<file path="config.mk">
export PLATFORM = sky130hd
export DESIGN_NAME = rso_div
export DESIGN_NICKNAME = d
export VERILOG_FILES = /design/src/rtl/rso_div.sv
export SDC_FILE = /design/constraint.sdc
export NUM_CORES = 1
export LEC_CHECK = 0
export BUFFER_PORTS_ARGS = -buffer_cell sky130_fd_sc_hd__buf_2
export CORE_AREA = 2 2 110 112
export DETAILED_ROUTE_END_ITERATION = 6
export DIE_AREA = 0 0 112 114
export PLACE_DENSITY_LB_ADDON = 0.25
export SLEW_MARGIN = 0
export SYNTH_ARGS = -nofsm -noshare
export SYNTH_HDL_FRONTEND = slang
export SYNTH_SLANG_ARGS = --single-unit
</file>
<file path="constraint.sdc">
create_clock -name i_clk -period 3.25 [get_ports i_clk]
set_input_delay 0.975 -clock i_clk [delete_from_list [all_inputs] [get_ports i_clk]]
set_output_delay 0.975 -clock i_clk [all_outputs]
set_load 0.01 [all_outputs]
</file>
<file path="src/rtl/rso_div.sv">
// ----------------------------------------------------------------------------
// rso_div
// restoring divider, 64 by 32 bits with a quotient known to fit 32 bits
// ----------------------------------------------------------------------------
module rso_div (
    input  logic        i_clk,
    input  logic        i_rst_n,
    input  logic        i_start,
    input  logic [63:0] i_num,
    input  logic [31:0] i_den,
    output logic        o_busy,
    output logic        o_done,
    output logic [31:0] o_quot
);

    logic        r_busy;
    logic        r_done;
    logic [4:0]  r_cnt;
    logic [31:0] r_rem;
    logic [31:0] r_q;
    logic [31:0] r_den;
    logic [32:0] t;
    logic        ge;

    assign t  = {r_rem, r_q[31]};
    assign ge = t >= {1'b0, r_den};

    always_ff @(posedge i_clk) begin
        if (!i_rst_n) begin
            r_busy <= 1'b0;
            r_done <= 1'b0;
            r_cnt  <= '0;
        end else begin
            r_done <= r_busy && (r_cnt == 5'd31);
            if (i_start) begin
                r_busy <= 1'b1;
                r_cnt  <= '0;
            end else if (r_busy) begin
                r_cnt <= r_cnt + 1'b1;
                if (r_cnt == 5'd31) begin
                    r_busy <= 1'b0;
                end
            end
        end
    end

    always_ff @(posedge i_clk) begin
        if (i_start) begin
            r_rem <= i_num[63:32];
            r_q   <= i_num[31:0];
            r_den <= i_den;
        end else if (r_busy) begin
            r_rem <= ge ? 32'(t - {1'b0, r_den}) : t[31:0];
            r_q   <= {r_q[30:0], ge};
        end
    end

    assign o_busy = r_busy;
    assign o_done = r_done;
    assign o_quot = r_q;

endmodule

</file>
==> impl_results.md <==
- Switching fraction of total power: 0.350
- MaxCap Viol Count: 0
- Die Span Y: approximately 110 microns
- Worst hold path class: reg2reg
- CP startpoint kind: register
- Cell row count: 40
- Total power divided by cell area: a little over 700 mW/mm^2
- Cell count along the critical path: 12
- Syn_nets: approximately 670
- Setup CP Type: reg2reg
- Critical path required time: about 3.4 ns
- DRC viols: 0
- First-pass GRT wire length: 22,000 microns
- Slowest-stage cell, CP: fa_1
- Deepest clock path buffer count: 2
- TritonCTS Sinks: 103
- Layout cell share with drive strength beyond 1: 0.336
- Net Switching: ~1800 uW
- Gate power share: 0.425
- Critical Path Start: o_quot[31]$_DFFE_PP_
- Synth cell types: slightly above 60
- Leak: about 0.0031 uW
- Largest net degree at the start of global routing: 44
- Worst R2R Start: o_quot[31]$_DFFE_PP_
- Synth Instances: around 530
- Worst slew pin tran: ~0.53 ns
- Peak supply drop: between 0.4 and 0.5 mV
- Nets: around 800
- Vias: around 4,500
- F_max: ~330 MHz
- Mapped Area: 0.00619 sq mm
- Status: complete, no violations
- Crit-path cells: inv_1 -> ha_1 -> inv_1 -> fa_1 -> a21oi_1 -> nor2_1 -> o31a_1 -> o21ai_2 -> nand3_1 -> xor2_1 -> mux2_1 -> mux2_2
- Gpl congestion: around 0.9
- FF-to-FF setup slack: between 0.15 and 0.2 ns
- Clock-pin slew on the worst setup and hold paths: 0.08 ns
- Total track usage: 0.215
- Drt wl/cell: around 16 microns
- Core area: around 0.012 sq mm
- Register-to-Register Path Depth: 12
- #FFs+latches synth: a little over 100
- Port-buffer cells: between 100 and 150
- Antenna Cells: 0
- Internal power: 3380 uW
- Post-synth EDFFs: 96
- CTS tree: yes
- Final Hold Fails: 0
- Setup TNS: 0 ns
- Vias in the first global route: 4,652
- RSZ-0062 raised after global routing: no
- Slew Limit Fails: 0
- Final period utilization: 0.942
- Antenna violations before repair: 0
- Top Family by Delay on Critical Path: compound AO/OA/AOI/OAI gates
- Layout area overhead: 18.9%
- Crit-path max FO: 3
- CTS buffer count: 9
- Worst EP arrival: about 3.2 ns
- Hold WS: roughly 0.52 ns
- Sequential share of the synthesized area: 0.488
- DRT iter0 DRCs: between 200 and 250
- Slowest stage delay, CP: roughly 0.43 ns
- Slew margin rel.: 0.648
- Area of the die: 0.0128 sq mm
- Sequential share of power: 0.356
- Async SR Flop Fraction: 0
- Setup Skew: between 0.008 and 0.009 ns
- Worst-Skew Late Latency: approximately 0.36 ns
- Min Tclk post-route: around 3 ns
- Die X: 112 microns
- Most frequent CP cell: inv_1
- Worst Setup EP: r_rem[22]$_DFFE_PP_
- Gr ovfl total: 0
- Clock root buffer: clkbuf_16
- Routed wire length: 13,000 microns
- Initial Util: 0.529
- Clock Power Share: 0.219
- Via-per-instance ratio: around 5.5
- Post-DP HPWL: 9650 microns
- RR Endpoint: r_rem[22]$_DFFE_PP_
- Ys flop type: edfxtp_1
- Warnings from Yosys: 0
- I/O Pins: between 100 and 150
- Final setup viols: 0
- H-tree depth: 3
- Routed Antenna Nets: 0
- Post-synthesis area per instance: 11.7 sq um
- Drt pass-1 iters: 4
- Critical Path Sink Type: register
- Cts hold-fix bufs: 0
- Sum of buffers and inverters on the critical path: 2
==> logic make-up after synthesis <==
logic type	Yosys count	synth area share
AOI/OAI and AO/OA	113	0.132
xor gates and xnor gates	29	0.0410
adders and majority gates	35	0.0720
buffers and inverters	60	0.0439
DFF	103	0.488
muxes	63	0.113
and+or+nand+nor	128	0.109
==> flip-flops by register name (all words and copies together) (netlist names) <==
register / cells
o_done: 1
r_cnt: 5
r_rem: 32
o_busy: 1
r_den: 32
o_quot: 32
==> worst min-delay path by stage <==
stage	from	endpoint	slack [ns]	cells after the start
2_1_floorplan	r_cnt[4]$_SDFFE_PP0P_	r_cnt[4]$_SDFFE_PP0P_	0.47	2
3_5_place_dp	r_cnt[4]$_SDFFE_PP0P_	r_cnt[4]$_SDFFE_PP0P_	0.50	2
6_report	r_cnt[4]$_SDFFE_PP0P_	r_cnt[4]$_SDFFE_PP0P_	0.52	2
4_1_cts	r_cnt[4]$_SDFFE_PP0P_	r_cnt[4]$_SDFFE_PP0P_	0.52	2
5_1_grt	r_cnt[4]$_SDFFE_PP0P_	r_cnt[4]$_SDFFE_PP0P_	0.57	2
3_3_place_gp	r_cnt[4]$_SDFFE_PP0P_	r_cnt[4]$_SDFFE_PP0P_	0.48	2
==> repair_timing <==
action,4_1_cts,5_1_grt
gates resized for setup,0,3
setup endpoints to repair,0,7
buffers inserted,0,1
==> through the flow <==
stage / setup slack (ns) / instances / power, uW / instance area (sq um) / util
finish: 0.188 / 816 / 5200 / 7360 / 0.629
global route: 0.0157 / 816 / 5550 / 7360 / 0.629
CTS: 0.0874 / 815 / 5220 / 7340 / 0.627
detailed placement: 0.113 / 799 / 4060 / 7030 / 0.600
global placement: 0.194 / 799 / 4000 / 7030 / 0.600
floorplan: 0.161 / 531 / 3570 / 6190 / -
==> synth_stat cells (all sizes together), types with 2 or more instances <==
cell type / instances / share of area
a2111oi: 2 / 0.0059
a2bb2oi: 2 / 0.0049
nand2b: 6 / 0.0061
inv: 38 / 0.023
buf: 12 / 0.014
and4: 4 / 0.0057
o21ai: 18 / 0.016
ha: 34 / 0.069
dfxtp: 7 / 0.023
nand3: 7 / 0.0057
nor4b: 2 / 0.0028
nand2: 38 / 0.023
nand4: 6 / 0.0061
clkbuf: 10 / 0.0065
nor3: 6 / 0.0057
edfxtp: 96 / 0.47
a211oi: 7 / 0.0085
nor4: 5 / 0.0051
nor3b: 7 / 0.0085
xnor2: 19 / 0.027
o31a: 2 / 0.0042
o211a: 2 / 0.0032
nor2b: 9 / 0.0091
a21oi: 39 / 0.032
mux2: 57 / 0.10
a221o: 8 / 0.013
a31oi: 9 / 0.012
o221ai: 2 / 0.0028
and3: 6 / 0.0061
mux2i: 6 / 0.0097
xor2: 10 / 0.014
nor2: 25 / 0.016
a21o: 14 / 0.017
==> power groups by stage <==
stage	Clock (uW)	Combinational [uW]	Sequential, uW
2_1_floorplan	0	1700	1870
3_3_place_gp	0	2130	1870
3_5_place_dp	0	2190	1880
4_1_cts	1170	2200	1850
5_1_grt	1210	2460	1880
6_report	1140	2210	1850
==> area by class of cell <==
type / instances / area [sq um]
repair buffers: 144 / 791
multi-input cells: 368 / 2910
inverters: 38 / 143
clock buffers: 9 / 225
well taps: 147 / 184
fillers: 961 / 4350
flip-flops and latches: 103 / 3020
clock inverters: 7 / 86.3
==> placed cells by master (no fill, tap or decap), types with 8 or more instances in the layout <==
| master | instances |
|---|---|
| a221o_1 | 8 |
| a31oi_1 | 8 |
| mux2_1 | 11 |
| nand2_1 | 37 |
| nor2b_1 | 9 |
| a21o_1 | 14 |
| xor2_1 | 10 |
| ha_1 | 34 |
| xnor2_1 | 19 |
| a21oi_1 | 38 |
| mux2_2 | 46 |
| edfxtp_1 | 96 |
| o21ai_0 | 12 |
| buf_4 | 10 |
| nor2_1 | 24 |
| buf_2 | 131 |
| clkbuf_16 | 9 |
| inv_1 | 38 |
==> metal layers <==
metal / vias to the layer above / global-route usage / share of wire
met1: 2079 / 0.268 / 0.45
met5: - / 0 / 0
met2: 140 / 0.353 / 0.47
met3: 15 / 0.0760 / 0.073
li1: 2247 / - / -
met4: 0 / 0.0675 / 0.015
==> tightest hold or removal path: stages, from the launching register on <==
cell and delay [ns]:
dfxtp_1 0.34, mux2i_1 0.07, nor2_1 0.08
Power figures use the tool's default switching activity.
