### src/rtl/rso_pkg.sv
// ----------------------------------------------------------------------------
// rso_pkg
// shared types and constants of the reservoir spill outflow core
// ----------------------------------------------------------------------------
package rso_pkg;

    localparam int LAKES_DEF   = 8;
    localparam int ENTRIES_DEF = 16;

    // weir constant sqrt(2g)*sqrt(1/3)*2/3 in q16.16
    localparam logic [16:0] WEIR_K = 17'd111732;

    // shared multiplier widths
    localparam int MUL_A_W = 49;
    localparam int MUL_B_W = 40;
    localparam int MUL_P_W = MUL_A_W + MUL_B_W;
    localparam int MUL_D_W = 8;

    // square root of a 32 bit value shifted left by 16
    localparam int SQ_IN_W  = 32;
    localparam int SQ_OUT_W = 24;

    localparam logic [1:0] OP_EVAL  = 2'd0;
    localparam logic [1:0] OP_WRITE = 2'd1;
    localparam logic [1:0] OP_COUNT = 2'd2;

    typedef enum logic [3:0] {
        S_IDLE,
        S_SQRT,
        S_HMUL,
        S_KMUL,
        S_WMUL,
        S_FMUL,
        S_RD,
        S_WALK,
        S_IMUL,
        S_IDIV,
        S_OUT
    } t_state;

endpackage

### src/rtl/rso_sqrt.sv
// ----------------------------------------------------------------------------
// rso_sqrt
// digit by digit integer square root of the input shifted left by 16
// ----------------------------------------------------------------------------
module rso_sqrt (
    input  logic                         i_clk,
    input  logic                         i_rst_n,
    input  logic                         i_start,
    input  logic [rso_pkg::SQ_IN_W-1:0]  i_value,
    output logic                         o_busy,
    output logic                         o_done,
    output logic [rso_pkg::SQ_OUT_W-1:0] o_root
);

    localparam int RW = rso_pkg::SQ_OUT_W;
    localparam int VW = 2 * RW;
    localparam int MW = RW + 2;
    localparam int CW = $clog2(RW);

    logic          r_busy;
    logic          r_done;
    logic [CW-1:0] r_cnt;
    logic [VW-1:0] r_v;
    logic [MW-1:0] r_rem;
    logic [RW-1:0] r_root;
    logic [MW-1:0] rem2;
    logic [MW-1:0] trial;

    assign rem2  = {r_rem[MW-3:0], r_v[VW-1 -: 2]};
    assign trial = {r_root, 2'b01};

    always_ff @(posedge i_clk) begin
        if (!i_rst_n) begin
            r_busy <= 1'b0;
            r_done <= 1'b0;
            r_cnt  <= '0;
        end else begin
            r_done <= r_busy && (int'(r_cnt) == RW - 1);
            if (i_start) begin
                r_busy <= 1'b1;
                r_cnt  <= '0;
            end else if (r_busy) begin
                r_cnt <= r_cnt + 1'b1;
                if (int'(r_cnt) == RW - 1) begin
                    r_busy <= 1'b0;
                end
            end
        end
    end

    always_ff @(posedge i_clk) begin
        if (i_start) begin
            r_v    <= {i_value, {(VW - rso_pkg::SQ_IN_W){1'b0}}};
            r_rem  <= '0;
            r_root <= '0;
        end else if (r_busy) begin
            r_v <= {r_v[VW-3:0], 2'b00};
            if (rem2 >= trial) begin
                r_rem  <= rem2 - trial;
                r_root <= {r_root[RW-2:0], 1'b1};
            end else begin
                r_rem  <= rem2;
                r_root <= {r_root[RW-2:0], 1'b0};
            end
        end
    end

    assign o_busy = r_busy;
    assign o_done = r_done;
    assign o_root = r_root;

endmodule

### config.mk
export PLATFORM = sky130hd
export DESIGN_NAME = rso_sqrt
export DESIGN_NICKNAME = d
export VERILOG_FILES = /design/src/rtl/rso_pkg.sv /design/src/rtl/rso_sqrt.sv
export SDC_FILE = /design/constraint.sdc
export NUM_CORES = 1
export LEC_CHECK = 0
export ABC_AREA = 1
export BUFFER_PORTS_ARGS = -buffer_cell sky130_fd_sc_hd__buf_2
export CAP_MARGIN = 20
export CORE_MARGIN = 2
export CORE_UTILIZATION = 63
export DETAILED_ROUTE_END_ITERATION = 16
export GPL_ROUTABILITY_DRIVEN = 0
export PLACE_DENSITY = 0.85
export SYNTH_ARGS = -nofsm -noshare
export SYNTH_HDL_FRONTEND = slang
export SYNTH_SLANG_ARGS = --single-unit
### constraint.sdc
create_clock -name i_clk -period 5.92 [get_ports i_clk]
set_input_delay 0.592 -clock i_clk [delete_from_list [all_inputs] [get_ports i_clk]]
set_output_delay 0.592 -clock i_clk [all_outputs]
set_load 0.02 [all_outputs]
==> results of run 1 <==
==> per-layer routing <==
layer  up-vias  share of wire  global-route usage
li1       2431              -                   -
met1      2171           0.43               0.319
met2       180           0.49               0.490
met3        25          0.062              0.0449
met4         0          0.025               0.136
met5         -              0                   0
==> worst max path at each step <==
stage	cells past startpoint	startpoint	to	slack, ps
after global routing	14	o_root[10]	r_rem[22]	2870
after CTS	13	o_root[5]	r_rem[14]	3190
after detailed placement	4	i_start	r_v[40]	3010
after global placement	4	i_start	r_v[42]	3070
after floorplan	4	i_start	r_v[16]	3380
final	13	o_root[5]	r_rem[14]	3100
==> worst max-delay path: stages, from the launching register on <==
cell and delay [ps]:
dfxtp_1 350, inv_1 90, ha_1 360, nand2_1 90, nand2_1 90, nand2_1 90, nand2_1 80, inv_1 80
nand3_2 120, nand2_1 130, nand3_2 550, or2_2 540, nand3_1 80, nand2_1 60
==> sequential cells by signal, summed over array words and instances, names as in the netlist <==
| register | count |
|---|---|
| o_busy | 1 |
| o_done | 1 |
| o_root | 24 |
| r_cnt | 5 |
| r_rem | 24 |
| r_v | 32 |
==> Yosys cell counts <==
cell type | instances | area, um2
or2_1 | 1 | 6.26
inv_2 | 6 | 22.5
or2_2 | 8 | 50.1
buf_4 | 1 | 7.51
a21oi_1 | 27 | 135
a31oi_1 | 1 | 6.26
nor3_1 | 9 | 45.0
nand2_2 | 3 | 18.8
edfxtp_1 | 32 | 961
o22ai_1 | 23 | 144
dfxtp_1 | 55 | 1100
buf_6 | 2 | 22.5
clkbuf_1 | 14 | 52.6
ha_1 | 27 | 338
buf_2 | 2 | 10.0
a21oi_2 | 3 | 26.3
nand2_1 | 281 | 1050
o21ai_0 | 7 | 35.0
nand3b_1 | 2 | 15.0
o21ai_1 | 11 | 55.1
xnor2_1 | 12 | 105
xor2_1 | 3 | 26.3
nor3_2 | 1 | 10.0
o211ai_1 | 1 | 7.51
clkinv_1 | 1 | 3.75
o21bai_1 | 3 | 22.5
nand4_1 | 12 | 75.1
nor2_1 | 48 | 180
nor2_2 | 4 | 25.0
nand4_4 | 1 | 21.3
nor3b_1 | 1 | 7.51
nand3_1 | 31 | 155
and2_1 | 2 | 12.5
inv_1 | 87 | 327
clkbuf_2 | 1 | 5.00
nand3_2 | 2 | 20.0
==> cell usage in the layout (no fill, tap or decap), types with 2 or more instances in the layout <==
cell type	netlist	layout
a21oi_2	3	3
xor2_1	3	3
o21bai_1	3	3
inv_2	6	6
nand2_1	281	281
clkinv_1	1	2
nor2_1	48	48
nor2_2	4	4
clkinv_4	0	2
dfxtp_1	55	55
edfxtp_1	32	32
buf_2	2	60
clkbuf_8	0	9
xnor2_1	12	12
inv_1	87	87
nand3_1	31	31
o21ai_0	7	7
or2_2	8	8
o21ai_1	11	11
nand4_1	12	12
nor3_1	9	9
ha_1	27	27
nand3b_1	2	2
and2_1	2	2
a21oi_1	27	27
nand2_2	3	3
o22ai_1	23	23
nand3_2	2	2
==> final cells by class <==
class,instances,area share
clock buffer,11,0.0268
clock inverter,5,0.00989
inverter,94,0.0620
multi-input combinational,524,0.456
sequential,87,0.362
tap,102,0.0224
timing repair buffer,63,0.0602
==> power groups by stage <==
| stage | sequential [mW] | combinational [mW] | clock (mW) |
|---|---|---|---|
| floorplan | 0.765 | 1.77 | 0 |
| global placement | 0.778 | 2.02 | 0 |
| detailed placement | 0.780 | 2.07 | 0 |
| CTS | 0.767 | 2.10 | 0.442 |
| global route | 0.777 | 2.43 | 0.470 |
| finish | 0.768 | 2.15 | 0.438 |
==> logic make-up (layout without fill, tap and decap cells) <==
kind of cell    Yosys count  after routing
fa+ha+maj                27             27
simple gates            406            406
compound gates           76             76
buf+inv                 114            173
xor+xnor                 15             15
flops                    87             87
==> summary.txt, run 1 <==
Outcome
  – Status: completed

Floorplan
  – Die Y: 94.1 um
  – Die ar.: 0.00885 mm2
  – Initial core utilization: 0.654
  – IO Pins: 61
  – Overall die width: 94.1 um
  – Row count: 32
  – Core area: 0.00781 mm2

Job
  – Maxcap violations: 0

STA
  – Tmin final: 2820 ps
  – Slew Viols, Final: 0
  – Fin crit share: 0.476
  – Setup ws final: 3100 ps
  – Actual slew at the worst max-slew pin: 889 ps
  – Slew HR: 0.406
  – Setup tns final: 0 ps
  – Final hold viol count: 0
  – Final Hold Slack: 463 ps
  – # setup viols final: 0
  – RSZ-0062 raised after global routing: false
  – Fmax: 355 MHz
  – Worst Skew: 17.2 ps

Power
  – Psw: 1.68 mW
  – Power Total: 3.36 mW
  – Cell internal pwr: 1.68 mW
  – Pleak: 2.96 nW
  – Reg power frac: 0.229
  – Clock network power share: 0.130
  – Combinational Power Share: 0.641
  – PD cells: 590 mW/mm2
  – Net Sw Frac: 0.500
  – Max IR drop VDD: 0.314 mV

Route
  – Antenna Violating Nets Remaining: 0
  – Vias after detailed routing: 4,807
  – Drt drc: 0
  – DRT iter0 DRCs: 377
  – Wire per inst: 13.0 um
  – Drt total wl: 11.5 mm
  – DR vias/cell: 5.43
  – Initial DRT Pass Iterations: 7

Worst hold path
  – Hold_sp: i_rst_n
  – Hold Path Class: input pin to flop
  – Worst Hold Endpoint: o_done
  – Min-Delay Path Depth: 3

Layout
  – Fill cell count: 626
  – Area Overhead vs Synth: 11.4%
  – Sequential cell area: 0.00206 mm2
  – Final #Nets: 841
  – Layout Cells excl Fill: 886
  – Final instance area: 0.00569 mm2
  – Multi-input logic area: 0.00260 mm2
  – Fin util: 0.729
  – Share of post-route cells with drive strength above 1: 0.134
  – Ant. Diodes: 0

Setup path
  – Worst setup SP type: flop
  – Reg2reg start: o_root[5]
  – R2r worst-path depth: 13
  – Worst setup EP type: flop
  – Crit Path Class: flop to flop
  – Crit path DAT: 3090 ps
  – R2R setup slack: 3100 ps
  – Data required, critical path: 6190 ps
  – RR Endpoint: r_rem[14]
  – CP max FO: 38

Clocking
  – Clock slew at reported path FFs: 90 ps
  – Setup Fix Bufs, Post-CTS: 0
  – TritonCTS clock tree: yes
  – Max Root-Sink Buffers: 2
  – CTS sink cnt: 87
  – Total CTS buffers: 9
  – # resized after CTS: 0
  – Clk root buf: clkbuf_8
  – Htree depth: 3
  – Hold_buf cts: 0
  – Worst-skew pair later-pin latency: 380 ps

Yosys
  – Post-Syn Nets: 787
  – Post-Synth Adder-Cell Area: 0.0661
  – Synth Area in Compound Gates: 0.0845
  – Syn Area/Cell: 7.05 um2
  – Largest family of logic cells by synthesized area: simple AND/OR/NAND/NOR gates
  – Warnings, synthesis: 0
  – Seq cells post-synth: 87
  – Post-synthesis mux area share: 0
  – Post-Syn Area: 0.00511 mm2
  – Register area share after synthesis: 0.404
  – Post-Synthesis Cells: 725
  – Post-Synth Simple-Gate Area: 0.332
  – Synth Area in XOR/XNOR: 0.0257
  – Yosys cell types: 36

Placement
  – I/O Buffers: 60
  – Placed Cells: 868
  – Final HPWL DP: 8.13 mm
  – Placement Setup Slack: 3010 ps
  – Area after DPL: 0.00545 mm2

Global route
  – Via count of the first global-routing pass: 4,750
  – Gr ovfl total: 0
  – Global Route Usage Sum: 0.276
  – First-pass GRT wire length: 19.6 mm
  – Initial antenna violation count: 0
  – Largest net degree at the start of global routing: 57
No activity file was read; power rests on OpenSTA's default activity.
==> run 2: changes to the inputs <==
- ABC_AREA: 1 -> 0
- CORE_UTILIZATION: 63 -> 53
- PLACE_DENSITY: 0.85 -> 0.77
- clock period: 5.92 -> 2.27 ns (I/O delays scaled with it)
==> summary.txt, run 2 <==
Outcome
  – Status: finished with violations
  – Failing checks: setup timing

Layout
  – Final #Nets: 701
  – Fill cell count: 626
  – Most frequent cells in the layout: buf_4 (84), nor2_1 (60), buf_2 (60)
  – Share of post-route cells with drive strength above 1: 0.410
  – Final instance area: 0.00645 mm2
  – Fin util: 0.732
  – Largest register FFs: 32
  – Area Overhead vs Synth: 32.3%
  – Layout Cells excl Fill: 752
  – Largest register by flop count: r_v
  – Commonest non-fill, non-tap cell in the layout: buf_4
  – Ant. Diodes: 0

Placement
  – Placed Cells: 732
  – I/O Buffers: 60
  – Final HPWL DP: 8.60 mm
  – Area after DPL: 0.00599 mm2

STA
  – Final hold viol count: 0
  – Worst Skew: 11.0 ps
  – # setup viols final: 22
  – Actual slew at the worst max-slew pin: 471 ps
  – Slew Viols, Final: 0
  – Tmin final: 2410 ps
  – RSZ-0062 raised after global routing: true
  – Setup ws final: -142 ps
  – Setup tns final: -1230 ps
  – Slew HR: 0.686
  – Fmax: 415 MHz
  – Fin crit share: 1.06

Setup path
  – Crit Path Class: flop to flop
  – Worst setup EP type: flop
  – CP max FO: 7
  – Crit path DAT: 2660 ps
  – Worst setup SP type: flop
  – Data required, critical path: 2520 ps

Yosys
  – Register area share after synthesis: 0.423
  – Post-Synthesis Cells: 504
  – Number of flops mapped to enable cells by yosys: 32
  – Syn Area/Cell: 9.67 um2
  – Async SR Flop Fraction: 0
  – Seq cells post-synth: 87
  – Post-Syn Area: 0.00487 mm2
  – Post-synth top area share: 0.226
  – Warnings, synthesis: 0
  – Main flop type after synthesis: dfxtp_1
  – Most frequent cell after synthesis: nor2_1
  – Post-Syn Nets: 566
  – Area leader, netlist: dfxtp_1
  – Yosys cell types: 53
  – Top post-synthesis cells by area: dfxtp_1 (23%), edfxtp_1 (20%), mux2i_1 (7.2%), ha_1 (6.9%), mux2_2 (6.9%)
  – Post-synth top cells: nor2_1 (60), dfxtp_1 (55), mux2i_1 (35)

Route
  – Drt total wl: 12.3 mm
  – Initial DRT Pass Iterations: 5
  – Drt drc: 0
  – DRT iter0 DRCs: 236
  – Wire per inst: 16.4 um
  – Antenna Violating Nets Remaining: 0
  – Vias after detailed routing: 4,395
  – DR vias/cell: 5.84

Power
  – Cell internal pwr: 5.74 mW
  – Reg power frac: 0.200
  – Power Total: 10.2 mW
  – Psw: 4.44 mW
  – Pleak: 2.78 nW
  – Net Sw Frac: 0.436
  – Combinational Power Share: 0.700
  – PD cells: 1580 mW/mm2
  – Max IR drop VDD: 0.942 mV
  – Clock network power share: 0.100

Global route
  – First-pass GRT wire length: 19.7 mm
  – Largest net degree at the start of global routing: 61
  – Initial antenna violation count: 0
  – Via count of the first global-routing pass: 4,323
  – Gr ovfl total: 0
  – Global Route Usage Sum: 0.244

Clocking
  – CTS sink cnt: 87
  – Clock slew at reported path FFs: 100 ps
  – Max Root-Sink Buffers: 2
  – Hold_buf cts: 0
  – TritonCTS clock tree: yes
  – Htree depth: 3
  – Total CTS buffers: 9
  – Clk root buf: clkbuf_8
  – Worst-skew pair later-pin latency: 370 ps

Floorplan
  – Row count: 34
  – IO Pins: 61
  – Die ar.: 0.00998 mm2
  – Initial core utilization: 0.553
  – Core area: 0.00881 mm2
  – Die Y: 99.9 um
  – Overall die width: 99.9 um

Job
  – Maxcap violations: 0

Worst hold path
  – Hold Path Class: input pin to flop
-- run 2: cell count changes in the layout (fill, tap and decap cells not counted), sizes merged, moves of 12 or more --
cell | before | now
buf | 63 | 152
mux2i | 0 | 35
inv | 93 | 35
nand2 | 284 | 21
nand3 | 33 | 9
o22ai | 23 | 0
mux2 | 0 | 30
a211oi | 0 | 12
-- run 2: power by group through the flow --
stage / combinational, mW / sequential (mW) / clock, mW
after floorplan: 3.95 / 2.03 / 0
after global placement: 5.91 / 2.05 / 0
after detailed placement: 6.03 / 2.06 / 0
after CTS: 6.40 / 2.03 / 1.04
after global routing: 7.63 / 2.07 / 1.09
final: 7.12 / 2.04 / 1.02
-- run 2: kinds of logic (layout without fill, tap and decap cells) --
| logic type | count (synthesis) | count (layout) | share of synthesized area |
|---|---|---|---|
| simple gates | 139 | 139 | 0.136 |
| compound gates | 105 | 105 | 0.145 |
| flops | 87 | 87 | 0.423 |
| mux | 65 | 65 | 0.141 |
| buf+inv | 60 | 200 | 0.0475 |
| fa+ha+maj | 27 | 27 | 0.0693 |
| xor+xnor | 21 | 21 | 0.0377 |
-- run 2: through the flow --
| stage | hold WS, ps | setup slack, ps |
|---|---|---|
| finish | 92.2 | -142 |
| global route | 93.8 | -303 |
| CTS | 78.6 | -81.0 |
| detailed placement | 479 | -143 |
| global placement | 471 | -25.6 |
| floorplan | 350 | -76.6 |
-- run 2: final timing paths --
path	startpoint	to	slack, ps	cells after the start
hold / removal	i_rst_n	o_done	90	3
hold reg to reg	r_rem[5]	r_rem[5]	510	2
setup reg to reg	o_root[10]	r_rem[19]	-140	10
setup / recovery	o_root[10]	r_rem[19]	-140	10
-- run 2: area by class of cell --
class,instances,area [um2],area share
repair buffers,152,1050,0.162
clock buffers,9,124,0.0192
clock inverters,7,55.1,0.00854
inverters,32,120,0.0186
multi-input cells,357,2880,0.446
flip-flops and latches,87,2090,0.324
well taps,108,135,0.0210
-- run 2: timing repair --
action | CTS | global route
buffers inserted | 2 | 3
gates resized for setup | 19 | 32
endpoints found under the setup margin | 23 | 25
pin swaps | 12 | 13
-- run 2: routing by layer --
metal  up-vias  part of all wire  global-route usage
li1       2113                 -                   -
met1      2078              0.42               0.305
met2       174              0.49               0.420
met3        30             0.066              0.0467
met4         0             0.023              0.0906
met5         -                 0                   0
-- run 2: critical path, cell delays in order, from the launching register on --
cell and delay (ps):
dfxtp_1 340, inv_1 50, ha_1 390, nand3_1 190
nor4_1 440, nor3_2 90, nand4_2 140, nand2_4 80
buf_4 180, a32oi_1 270, o21ai_1 110
