File: src/rtl/rso_pkg.sv
// ----------------------------------------------------------------------------
// rso_pkg
// shared types and constants of the reservoir spill outflow core
// ----------------------------------------------------------------------------
package rso_pkg;

    localparam int LAKES_DEF   = 8;
    localparam int ENTRIES_DEF = 16;

    // weir constant sqrt(2g)*sqrt(1/3)*2/3 in q16.16
    localparam logic [16:0] WEIR_K = 17'd111732;

    // shared multiplier widths
    localparam int MUL_A_W = 49;
    localparam int MUL_B_W = 40;
    localparam int MUL_P_W = MUL_A_W + MUL_B_W;
    localparam int MUL_D_W = 8;

    // square root of a 32 bit value shifted left by 16
    localparam int SQ_IN_W  = 32;
    localparam int SQ_OUT_W = 24;

    localparam logic [1:0] OP_EVAL  = 2'd0;
    localparam logic [1:0] OP_WRITE = 2'd1;
    localparam logic [1:0] OP_COUNT = 2'd2;

    typedef enum logic [3:0] {
        S_IDLE,
        S_SQRT,
        S_HMUL,
        S_KMUL,
        S_WMUL,
        S_FMUL,
        S_RD,
        S_WALK,
        S_IMUL,
        S_IDIV,
        S_OUT
    } t_state;

endpackage

File: src/rtl/rso_mul.sv
// ----------------------------------------------------------------------------
// rso_mul
// shared multiplier, one 8 bit digit of the b operand per cycle
// ----------------------------------------------------------------------------
module rso_mul (
    input  logic                        i_clk,
    input  logic                        i_rst_n,
    input  logic                        i_start,
    input  logic [rso_pkg::MUL_A_W-1:0] i_a,
    input  logic [rso_pkg::MUL_B_W-1:0] i_b,
    output logic                        o_busy,
    output logic                        o_done,
    output logic [rso_pkg::MUL_P_W-1:0] o_p
);

    localparam int AW    = rso_pkg::MUL_A_W;
    localparam int BW    = rso_pkg::MUL_B_W;
    localparam int PW    = rso_pkg::MUL_P_W;
    localparam int DW    = rso_pkg::MUL_D_W;
    localparam int SW    = AW + DW;
    localparam int STEPS = BW / DW;
    localparam int CW    = $clog2(STEPS);

    logic          r_busy;
    logic          r_done;
    logic [CW-1:0] r_cnt;
    logic [AW-1:0] r_a;
    logic [PW-1:0] r_p;
    logic [SW-1:0] sum;

    assign sum = {{DW{1'b0}}, r_p[PW-1:BW]} + r_a * r_p[DW-1:0];

    always_ff @(posedge i_clk) begin
        if (!i_rst_n) begin
            r_busy <= 1'b0;
            r_done <= 1'b0;
            r_cnt  <= '0;
        end else begin
            r_done <= r_busy && (int'(r_cnt) == STEPS - 1);
            if (i_start) begin
                r_busy <= 1'b1;
                r_cnt  <= '0;
            end else if (r_busy) begin
                r_cnt <= r_cnt + 1'b1;
                if (int'(r_cnt) == STEPS - 1) begin
                    r_busy <= 1'b0;
                end
            end
        end
    end

    always_ff @(posedge i_clk) begin
        if (i_start) begin
            r_a <= i_a;
            r_p <= {{AW{1'b0}}, i_b};
        end else if (r_busy) begin
            r_p <= {sum, r_p[BW-1:DW]};
        end
    end

    assign o_busy = r_busy;
    assign o_done = r_done;
    assign o_p    = r_p;

endmodule

File: config.mk
export PLATFORM = sky130hd
export DESIGN_NAME = rso_mul
export DESIGN_NICKNAME = d
export VERILOG_FILES = /design/src/rtl/rso_pkg.sv /design/src/rtl/rso_mul.sv
export SDC_FILE = /design/constraint.sdc
export NUM_CORES = 1
export LEC_CHECK = 0
export ABC_CLOCK_PERIOD_IN_PS = 8510
export BUFFER_PORTS_ARGS = -buffer_cell sky130_fd_sc_hd__buf_2
export CAP_MARGIN = 10
export CELL_PAD_IN_SITES_DETAIL_PLACEMENT = 1
export CELL_PAD_IN_SITES_GLOBAL_PLACEMENT = 1
export CORE_MARGIN = 2
export CORE_UTILIZATION = 29
export DETAILED_ROUTE_END_ITERATION = 8
export PLACE_DENSITY = 0.6
export SYNTH_ARGS = -nofsm -noshare
export SYNTH_HDL_FRONTEND = slang
export SYNTH_SLANG_ARGS = --single-unit
File: constraint.sdc
create_clock -name i_clk -period 8.51 [get_ports i_clk]
set_input_delay 1.702 -clock i_clk [delete_from_list [all_inputs] [get_ports i_clk]]
set_output_delay 1.702 -clock i_clk [all_outputs]
set_load 0.05 [all_outputs]
==> results of run 1 <==
==> logic make-up (layout without fill, tap and decap cells) <==
group           after synthesis  after routing  share of synthesized area, %
simple gates                565            565                          16.0
buf+inv                     472            637                          9.52
fa+ha+maj                   410            410                          40.8
compound gates              216            216                          8.01
flops                       143            143                          20.1
mux                          57             57                          3.30
xor+xnor                     47             47                          2.21
other cells                   0              1                             0
==> worst max-delay path, delay by kind of cell (launching register included) <==
family          cells  cell delay [ns]
xor+xnor            1             0.28
simple gates        1             0.19
buf+inv             3             0.45
flops               1             1.06
compound gates      8             2.16
fa+ha+maj           5             2.29
==> flip-flops by register name (all words and copies together) (netlist names) <==
signal / cells
o_p: 89
r_a: 49
r_cnt: 3
o_busy: 1
o_done: 1
==> cells in the mapped netlist (all sizes together), types with 6 or more instances <==
cell    number  area (µm²)
o211ai       6        68.8
clkbuf      54         203
o21bai       9        67.6
nand3       18        90.1
a21o        37         278
nand2      165         622
mux2        36         405
mux2i       21         210
nand4        9        56.3
a21oi       59         318
ha          79         988
xor2        24         210
nand2b       7        43.8
o21a         6        45.0
and3         9        57.6
nor3         6        30.0
fa         331        6630
nor2        56         210
nor2b        6        37.5
o22ai       18         113
edfxtp      89        2670
o21ai       42         229
inv        405        1520
dfxtp       54        1080
and2       276        1730
xnor2       23         201
buf         13        51.3
==> metrics by stage <==
stage	worst slack, ns	utilization [%]
after floorplan	2.81	-
after global placement	1.98	32.4
after detailed placement	1.93	32.4
after CTS	1.86	33.2
after global routing	1.53	33.3
final	1.87	33.3
==> cell type report <==
type | instances | area, µm² | share of cell area [%]
multi-input cells | 1295 | 13100 | 62.3
inverters | 405 | 1520 | 7.22
clock inverters | 14 | 125 | 0.594
clock buffers | 18 | 429 | 2.04
repair buffers | 200 | 1060 | 5.01
flip-flops and latches | 143 | 3750 | 17.8
diodes | 1 | 2.50 | 0.0119
well taps | 846 | 1060 | 5.03
==> worst max-delay path by stage <==
stage / endpoint / slack, ns / depth (start not counted)
after floorplan: o_p[88] / 2.81 / 21
after global placement: o_p[73] / 1.98 / 20
final: o_p[69] / 1.87 / 18
after global routing: o_p[73] / 1.53 / 18
after detailed placement: o_p[69] / 1.93 / 19
after CTS: o_p[69] / 1.86 / 18
==> layer usage <==
metal,vias up,share of wire (%),wire length (µm)
li1,6199,-,-
met1,6995,45,25600
met2,280,50,28600
met3,46,3.9,2220
met4,0,1.8,1010
met5,-,0,0
==> tab_implementation.tex, run 1 <==
\begin{tabular}{lr}
\hline
Metric & Value \\
\hline
\multicolumn{2}{l}{\textbf{Status}} \\
\quad Run status & complete, no violations \\
\multicolumn{2}{l}{\textbf{Detailed routing}} \\
\quad Detailed-route wire length per cell & slightly below 20 µm \\
\quad Detailed-route DRC error count & 0 \\
\quad Average vias per placed instance & 4.63 \\
\quad Vias & $\sim$14000 \\
\quad Detailed Route Iter0 Violations & between 500 and 600 \\
\quad Detailed Routing Iterations Pass 1 & 5 \\
\quad Antenna Nets Post-Route & 0 \\
\quad Total length of routed wires & between 50000 and 60000 µm \\
\multicolumn{2}{l}{\textbf{Clocking}} \\
\quad Clock edge transition at the registers on the reported setup and hold paths & 0.07 ns \\
\quad Clock Sink Count & between 100 and 150 \\
\quad Total number of H-tree levels & 4 \\
\quad Root buffer selected by CTS & clkbuf\_16 \\
\quad Post-CTS Hold Buffers & 0 \\
\quad TritonCTS buffer count & 17 \\
\quad CTS Buffer Depth & 2 \\
\quad CTS tree & yes \\
\quad Count of buffers added by post-CTS timing repair for setup & 0 \\
\quad Number of cells upsized or downsized after cts & 0 \\
\quad Clk Latency, worst-skew pair & approximately 0.49 ns \\
\multicolumn{2}{l}{\textbf{Synth}} \\
\quad Mean instance size in the synthesized netlist & 9.76 µm² \\
\quad Netlist area before placement & approximately 0.019 mm² \\
\quad Post-synthesis async set-or-reset flop share & 0\% \\
\quad Number of distinct library cells after synthesis & 66 \\
\quad Main synth FF type & edfxtp\_1 \\
\quad Net Count, Synth & 2412 \\
\quad Flip-flop and latch count after synthesis & roughly 140 \\
\quad Syn Inst Count & between 1500 and 2000 \\
\quad YS warnings & 0 \\
\quad Number of enable flip-flop cells after synthesis & 89 \\
\quad Fraction of the yosys area taken by sequential cells & 20.1\% \\
\multicolumn{2}{l}{\textbf{Floorplanning}} \\
\quad Initial core utilization & 29.4\% \\
\quad Horiz. Die Dim & 258 µm \\
\quad Die height & approximately 260 µm \\
\quad Io pins & roughly 180 \\
\quad Area of the core & 0.0633 mm² \\
\quad Overall die area & $\sim$0.066 mm² \\
\quad Floorplan row count & 92 \\
\multicolumn{2}{l}{\textbf{Timing}} \\
\quad Setup TNS & 0 ns \\
\quad Final setup violation count & 0 \\
\quad Minimum clock period & 6.64 ns \\
\quad WHS & 0.490 ns \\
\quad Setup repair after global routing missed its margin & no \\
\quad Final hold violation count & 0 \\
\quad Transition at the pin with the smallest max-transition slack & 1.09 ns \\
\quad Final Max Tran Viols & 0 \\
\quad Headroom to the max-slew limit & between 20\% and 30\% \\
\quad Final setup skew & about 0.025 ns \\
\quad Period utilisation layout & 78.1\% \\
\quad Highest attainable clock frequency & between 150 and 200 MHz \\
\multicolumn{2}{l}{\textbf{Critical path}} \\
\quad Kind of capture point of the worst setup path & register \\
\quad Worst r2r dst & o\_p[69] \\
\quad Launching point of the worst reg2reg path & o\_p[6] \\
\quad R2R setup slack & between 1.5 and 2 ns \\
\quad CP required & just under 9 ns \\
\quad Most Frequent Cell on Critical Path & fa\_1 \\
\quad Maximum single-stage delay on the critical path & about 1.1 ns \\
\quad Critical Path Start Type & register \\
\quad WP data arrival & $\sim$7.0 ns \\
\quad WS Path Type & reg -> reg \\
\quad Slowest cell on the critical path & edfxtp\_1 \\
\quad Cells on worst reg2reg path & 18 \\
\quad Crit path max fanout & 23 \\
\quad Launching instance or port of the critical path & o\_p[6] \\
\quad Crit path cell chain & buf\_4 > and2\_1 > fa\_1 > fa\_1 > fa\_1 > inv\_1 > fa\_1 > inv\_1 > ha\_1 > a21oi\_1 > o21ai\_0 > a221oi\_2 > o21ai\_2 > a211oi\_2 > o21ai\_1 > a311oi\_2 > xor2\_1 > o22ai\_1 \\
\multicolumn{2}{l}{\textbf{Finish}} \\
\quad Total Nets Final & 2564 \\
\quad Most frequent standard cell in the layout excluding fill and tap cells & inv\_1 \\
\quad Final-layout fill cell count & roughly 7300 \\
\quad Fraction of layout cells with a size suffix above 1 & between 10\% and 20\% \\
\quad Commonest cells after routing, fill and taps aside & inv\_1, fa\_1, and2\_1 \\
\quad Non-Filler Instances & around 3000 \\
\quad Final Cell Area & between 0.02 and 0.025 mm² \\
\quad Area growth, synth to finish & 13.0\% \\
\multicolumn{2}{l}{\textbf{Global routing}} \\
\quad Total routing resource utilization after global routing & 18.3\% \\
\quad Fraction of met2 tracks used by global routing & 31.8\% \\
\quad Antenna violations before repair & 5 \\
\quad Global Route met3 Usage & approximately 3.1\% \\
\quad Via count of the first global-routing pass & around 16000 \\
\quad Maximum number of pins on one net before global-route repair & a little under 70 \\
\quad Grt total ovfl & 0 \\
\quad Met1 global-route usage & approximately a quarter \\
\quad Global-route wire length before repair & 92800 µm \\
\quad Most crowded layer after global routing & met2 \\
\multicolumn{2}{l}{\textbf{Placement}} \\
\quad Port bufs & between 150 and 200 \\
\quad Final weighted congestion in routability-driven placement & between 0.8 and 0.9 \\
\quad \# placed instances & 2888 \\
\quad Post-DP Area & $\sim$0.020 mm² \\
\quad Sum of net half-perimeters after detailed placement & 46100 µm \\
\multicolumn{2}{l}{\textbf{Hold path}} \\
\quad Hold WC Path Type & reg -> reg \\
\quad End point of the worst hold path & o\_done \\
\quad Min-Delay Path Depth & 2 \\
\quad Startpoint of the lowest-slack hold path & r\_cnt[2] \\
\multicolumn{2}{l}{\textbf{Job}} \\
\quad Number of violations of the max-capacitance limit & 0 \\
\hline
\end{tabular}
Power of run 1 is not shown: default switching activity piles up to over one toggle a cycle in this logic, so the estimate is an artifact.
==> inputs of run 2 (changes only) <==
--- a/config.mk
+++ b/config.mk
@@ -5,7 +5,8 @@
 export SDC_FILE = /design/constraint.sdc
 export NUM_CORES = 1
 export LEC_CHECK = 0
-export ABC_CLOCK_PERIOD_IN_PS = 8510
+export ABC_AREA = 1
+export ABC_CLOCK_PERIOD_IN_PS = 6200
 export BUFFER_PORTS_ARGS = -buffer_cell sky130_fd_sc_hd__buf_2
 export CAP_MARGIN = 10
 export CELL_PAD_IN_SITES_DETAIL_PLACEMENT = 1
@@ -13,7 +14,7 @@
 export CORE_MARGIN = 2
 export CORE_UTILIZATION = 29
 export DETAILED_ROUTE_END_ITERATION = 8
-export PLACE_DENSITY = 0.6
+export PLACE_DENSITY = 0.63
 export SYNTH_ARGS = -nofsm -noshare
 export SYNTH_HDL_FRONTEND = slang
 export SYNTH_SLANG_ARGS = --single-unit
==> constraint.sdc (replaced) <==
create_clock -name i_clk -period 6.2 [get_ports i_clk]
set_input_delay 1.24 -clock i_clk [delete_from_list [all_inputs] [get_ports i_clk]]
set_output_delay 1.24 -clock i_clk [all_outputs]
set_load 0.05 [all_outputs]
==> run 2 against run 1 <==
Non-clock buffer count increased by 2. First-iteration DRC count increased by 18%. Die area increased by 14%. Critical endpoint is now o_p[68]. Largest cell class unchanged.
==> tab_implementation.tex, run 2 <==
\begin{tabular}{lr}
\hline
Metric & Value \\
\hline
\multicolumn{2}{l}{\textbf{Synth}} \\
\quad Net Count, Synth & between 3000 and 4000 \\
\quad Library cell with the highest instance count after synthesis & nand2\_1 \\
\quad Fraction of the yosys area taken by sequential cells & approximately 18\% \\
\quad Top cells by instance count after synthesis & nand2\_1, inv\_1, fa\_1, edfxtp\_1, a21oi\_1 \\
\quad Area share of the largest cell type after synthesis & between 30 and 40\% \\
\quad Syn Inst Count & around 3000 \\
\quad Number of enable flip-flop cells after synthesis & between 80 and 90 \\
\quad Main synth FF type & edfxtp\_1 \\
\quad YS warnings & 0 \\
\quad Netlist area before placement & about 0.021 mm² \\
\quad Number of distinct library cells after synthesis & 40 \\
\quad Flip-flop and latch count after synthesis & 143 \\
\quad Mean instance size in the synthesized netlist & around 7.1 µm² \\
\quad Area contributors post-synth & fa\_1, nand2\_1, inv\_1 \\
\quad Post-synthesis async set-or-reset flop share & 0\% \\
\quad Most area-hungry cell type in the Yosys netlist & fa\_1 \\
\multicolumn{2}{l}{\textbf{Critical path}} \\
\quad Most Frequent Cell on Critical Path & nand2\_1 \\
\quad WP data arrival & 5.51 ns \\
\quad Category of cells accounting for the largest share of critical-path delay & adder cells \\
\quad Launching instance or port of the critical path & o\_p[1] \\
\quad WS Path Type & reg -> reg \\
\quad Maximum single-stage delay on the critical path & 0.57 ns \\
\quad Bufs and invs on worst path & 3 \\
\quad Crit path max fanout & 23 \\
\quad Launching point of the worst reg2reg path & o\_p[1] \\
\quad Critical Path Start Type & register \\
\quad Kind of capture point of the worst setup path & register \\
\quad R2R setup slack & $\sim$1.1 ns \\
\quad Slowest cell on the critical path & fa\_1 \\
\quad CP required & between 6 and 7 ns \\
\quad Crit path cell chain & buf\_4 > nand2\_1 > fa\_1 > inv\_1 > fa\_1 > fa\_1 > fa\_1 > ha\_1 > nand2\_1 > nor2\_1 > nand3\_1 > nand3\_2 > nand2\_1 > nand2\_1 > nand3\_1 > nand3\_1 > nand3\_1 > nand2\_1 > inv\_1 \\
\multicolumn{2}{l}{\textbf{Timing}} \\
\quad Minimum clock period & $\sim$5 ns \\
\quad Final hold violation count & 0 \\
\quad Final Max Tran Viols & 0 \\
\quad Final setup violation count & 0 \\
\quad Final setup skew & between 0.015 and 0.02 ns \\
\quad Setup TNS & 0 ns \\
\quad Transition at the pin with the smallest max-transition slack & 0.996 ns \\
\quad Period utilisation layout & just over 80\% \\
\quad Headroom to the max-slew limit & about a third \\
\quad Highest attainable clock frequency & around 200 MHz \\
\quad Setup repair after global routing missed its margin & no \\
\multicolumn{2}{l}{\textbf{Hold path}} \\
\quad Hold WC Path Type & reg -> reg \\
\quad Startpoint of the lowest-slack hold path & r\_cnt[0] \\
\multicolumn{2}{l}{\textbf{Finish}} \\
\quad Number of flip-flops in the largest register & 89 \\
\quad Commonest cells after routing, fill and taps aside & nand2\_1, inv\_1, fa\_1 \\
\quad Total Nets Final & around 3600 \\
\quad Most frequent standard cell in the layout excluding fill and tap cells & nand2\_1 \\
\quad Number of antenna repair diodes & 0 \\
\quad Layout Utilization & roughly 32\% \\
\quad Fraction of layout cells with a size suffix above 1 & roughly 9\% \\
\quad Area growth, synth to finish & 11.0\% \\
\multicolumn{2}{l}{\textbf{Job}} \\
\quad Number of violations of the max-capacitance limit & 0 \\
\multicolumn{2}{l}{\textbf{Detailed routing}} \\
\quad Average vias per placed instance & roughly 4.3 \\
\quad Vias & $\sim$18000 \\
\quad Antenna Nets Post-Route & 0 \\
\quad Total length of routed wires & 68200 µm \\
\quad Detailed-route DRC error count & 0 \\
\quad Detailed-route wire length per cell & roughly 17 µm \\
\quad Detailed Route Iter0 Violations & 694 \\
\quad Detailed Routing Iterations Pass 1 & 6 \\
\multicolumn{2}{l}{\textbf{Placement}} \\
\quad Sum of net half-perimeters after detailed placement & 55800 µm \\
\quad Port bufs & 182 \\
\quad Final weighted congestion in routability-driven placement & approximately 0.89 \\
\multicolumn{2}{l}{\textbf{Global routing}} \\
\quad Antenna violations before repair & 2 \\
\quad Total routing resource utilization after global routing & 19.1\% \\
\quad Global-route wire length before repair & around 110000 µm \\
\quad Via count of the first global-routing pass & about 20000 \\
\quad Grt total ovfl & 0 \\
\quad Maximum number of pins on one net before global-route repair & 71 \\
\multicolumn{2}{l}{\textbf{Clocking}} \\
\quad Post-CTS Hold Buffers & 0 \\
\quad Number of cells upsized or downsized after cts & 0 \\
\quad Root buffer selected by CTS & clkbuf\_16 \\
\quad TritonCTS buffer count & 17 \\
\quad Count of buffers added by post-CTS timing repair for setup & 0 \\
\quad Total number of H-tree levels & 4 \\
\quad CTS tree & yes \\
\quad Clk Latency, worst-skew pair & $\sim$0.5 ns \\
\quad Clock edge transition at the registers on the reported setup and hold paths & 0.07 ns \\
\quad Clock Sink Count & 143 \\
\quad CTS Buffer Depth & 2 \\
\multicolumn{2}{l}{\textbf{Status}} \\
\quad Run status & complete, no violations \\
\multicolumn{2}{l}{\textbf{Floorplanning}} \\
\quad Floorplan row count & 99 \\
\quad Die height & 274 µm \\
\quad Initial core utilization & roughly 29\% \\
\quad Overall die area & 0.0753 mm² \\
\quad Io pins & about 180 \\
\quad Area of the core & between 0.07 and 0.08 mm² \\
\quad Horiz. Die Dim & $\sim$270 µm \\
\hline
\end{tabular}
==> run 2: changes by cell type after synthesis, sizes merged, moves of 28 or more <==
| cell | change |
|---|---|
| clkbuf | +49 |
| a21oi | +28 |
| nor2 | +47 |
| a21o | -35 |
| mux2 | -36 |
| and2 | -273 |
| inv | +553 |
| nand2 | +819 |
| nand3 | +68 |
==> run 2: metal layers <==
| metal | vias up | wire length, µm | track usage, % |
|---|---|---|---|
| met5 | - | 27 | 0 |
| met4 | 4 | 998 | 4.59 |
| met3 | 48 | 2840 | 3.46 |
| met2 | 261 | 33600 | 33.6 |
| met1 | 8655 | 30700 | 24.2 |
| li1 | 8567 | - | - |
==> run 2: worst paths after layout <==
check / endpoint / cells after the start
setup / recovery: o_p[68] / 19
hold / removal: r_cnt[0] / 2
setup reg to reg: o_p[68] / 19
hold reg to reg: r_cnt[0] / 2
==> run 2: kinds of logic (layout without fill, tap and decap cells) <==
group           count (synthesis)  after routing  share of synthesized area, %
simple gates                 1201           1201                          22.6
fa+ha+maj                     410            410                          35.9
compound gates                132            132                          3.28
flops                         143            143                          17.7
buf+inv                      1073           1193                          19.4
xor+xnor                       26             26                          1.07
==> run 2: area by class of cell <==
class | instances | area, µm²
inverter | 959 | 3600
sequential | 143 | 3750
multi-input combinational | 1769 | 13300
timing repair buffer | 202 | 1090
clock buffer | 19 | 443
fill | 9158 | 49200
tap | 959 | 1200
clock inverter | 13 | 125
==> run 2: worst register-to-register path, cell delays in order, from the launching register on <==
cell and delay, ns:
edfxtp_1 0.37, buf_4 0.36, nand2_1 0.16, fa_1 0.51, inv_1 0.06, fa_1 0.50
fa_1 0.57, fa_1 0.44, ha_1 0.38, nand2_1 0.16, nor2_1 0.26, nand3_1 0.15
nand3_2 0.20, nand2_1 0.08, nand2_1 0.23, nand3_1 0.19, nand3_1 0.11, nand3_1 0.15
nand2_1 0.11, inv_1 0.04
==> run 2: through the flow <==
step | cells | setup WS (ns) | hold slack, ns | area (µm²)
2_1_floorplan | 2985 | 1.37 | 0.450 | 21200
3_3_place_gp | 4032 | 1.09 | 0.482 | 23000
3_5_place_dp | 4032 | 1.14 | 0.482 | 23000
4_1_cts | 4064 | 1.10 | 0.492 | 23600
5_1_grt | 4064 | 0.777 | 0.524 | 23600
6_report | 4064 | 1.08 | 0.491 | 23600
Power of run 2 is left out for the same reason.
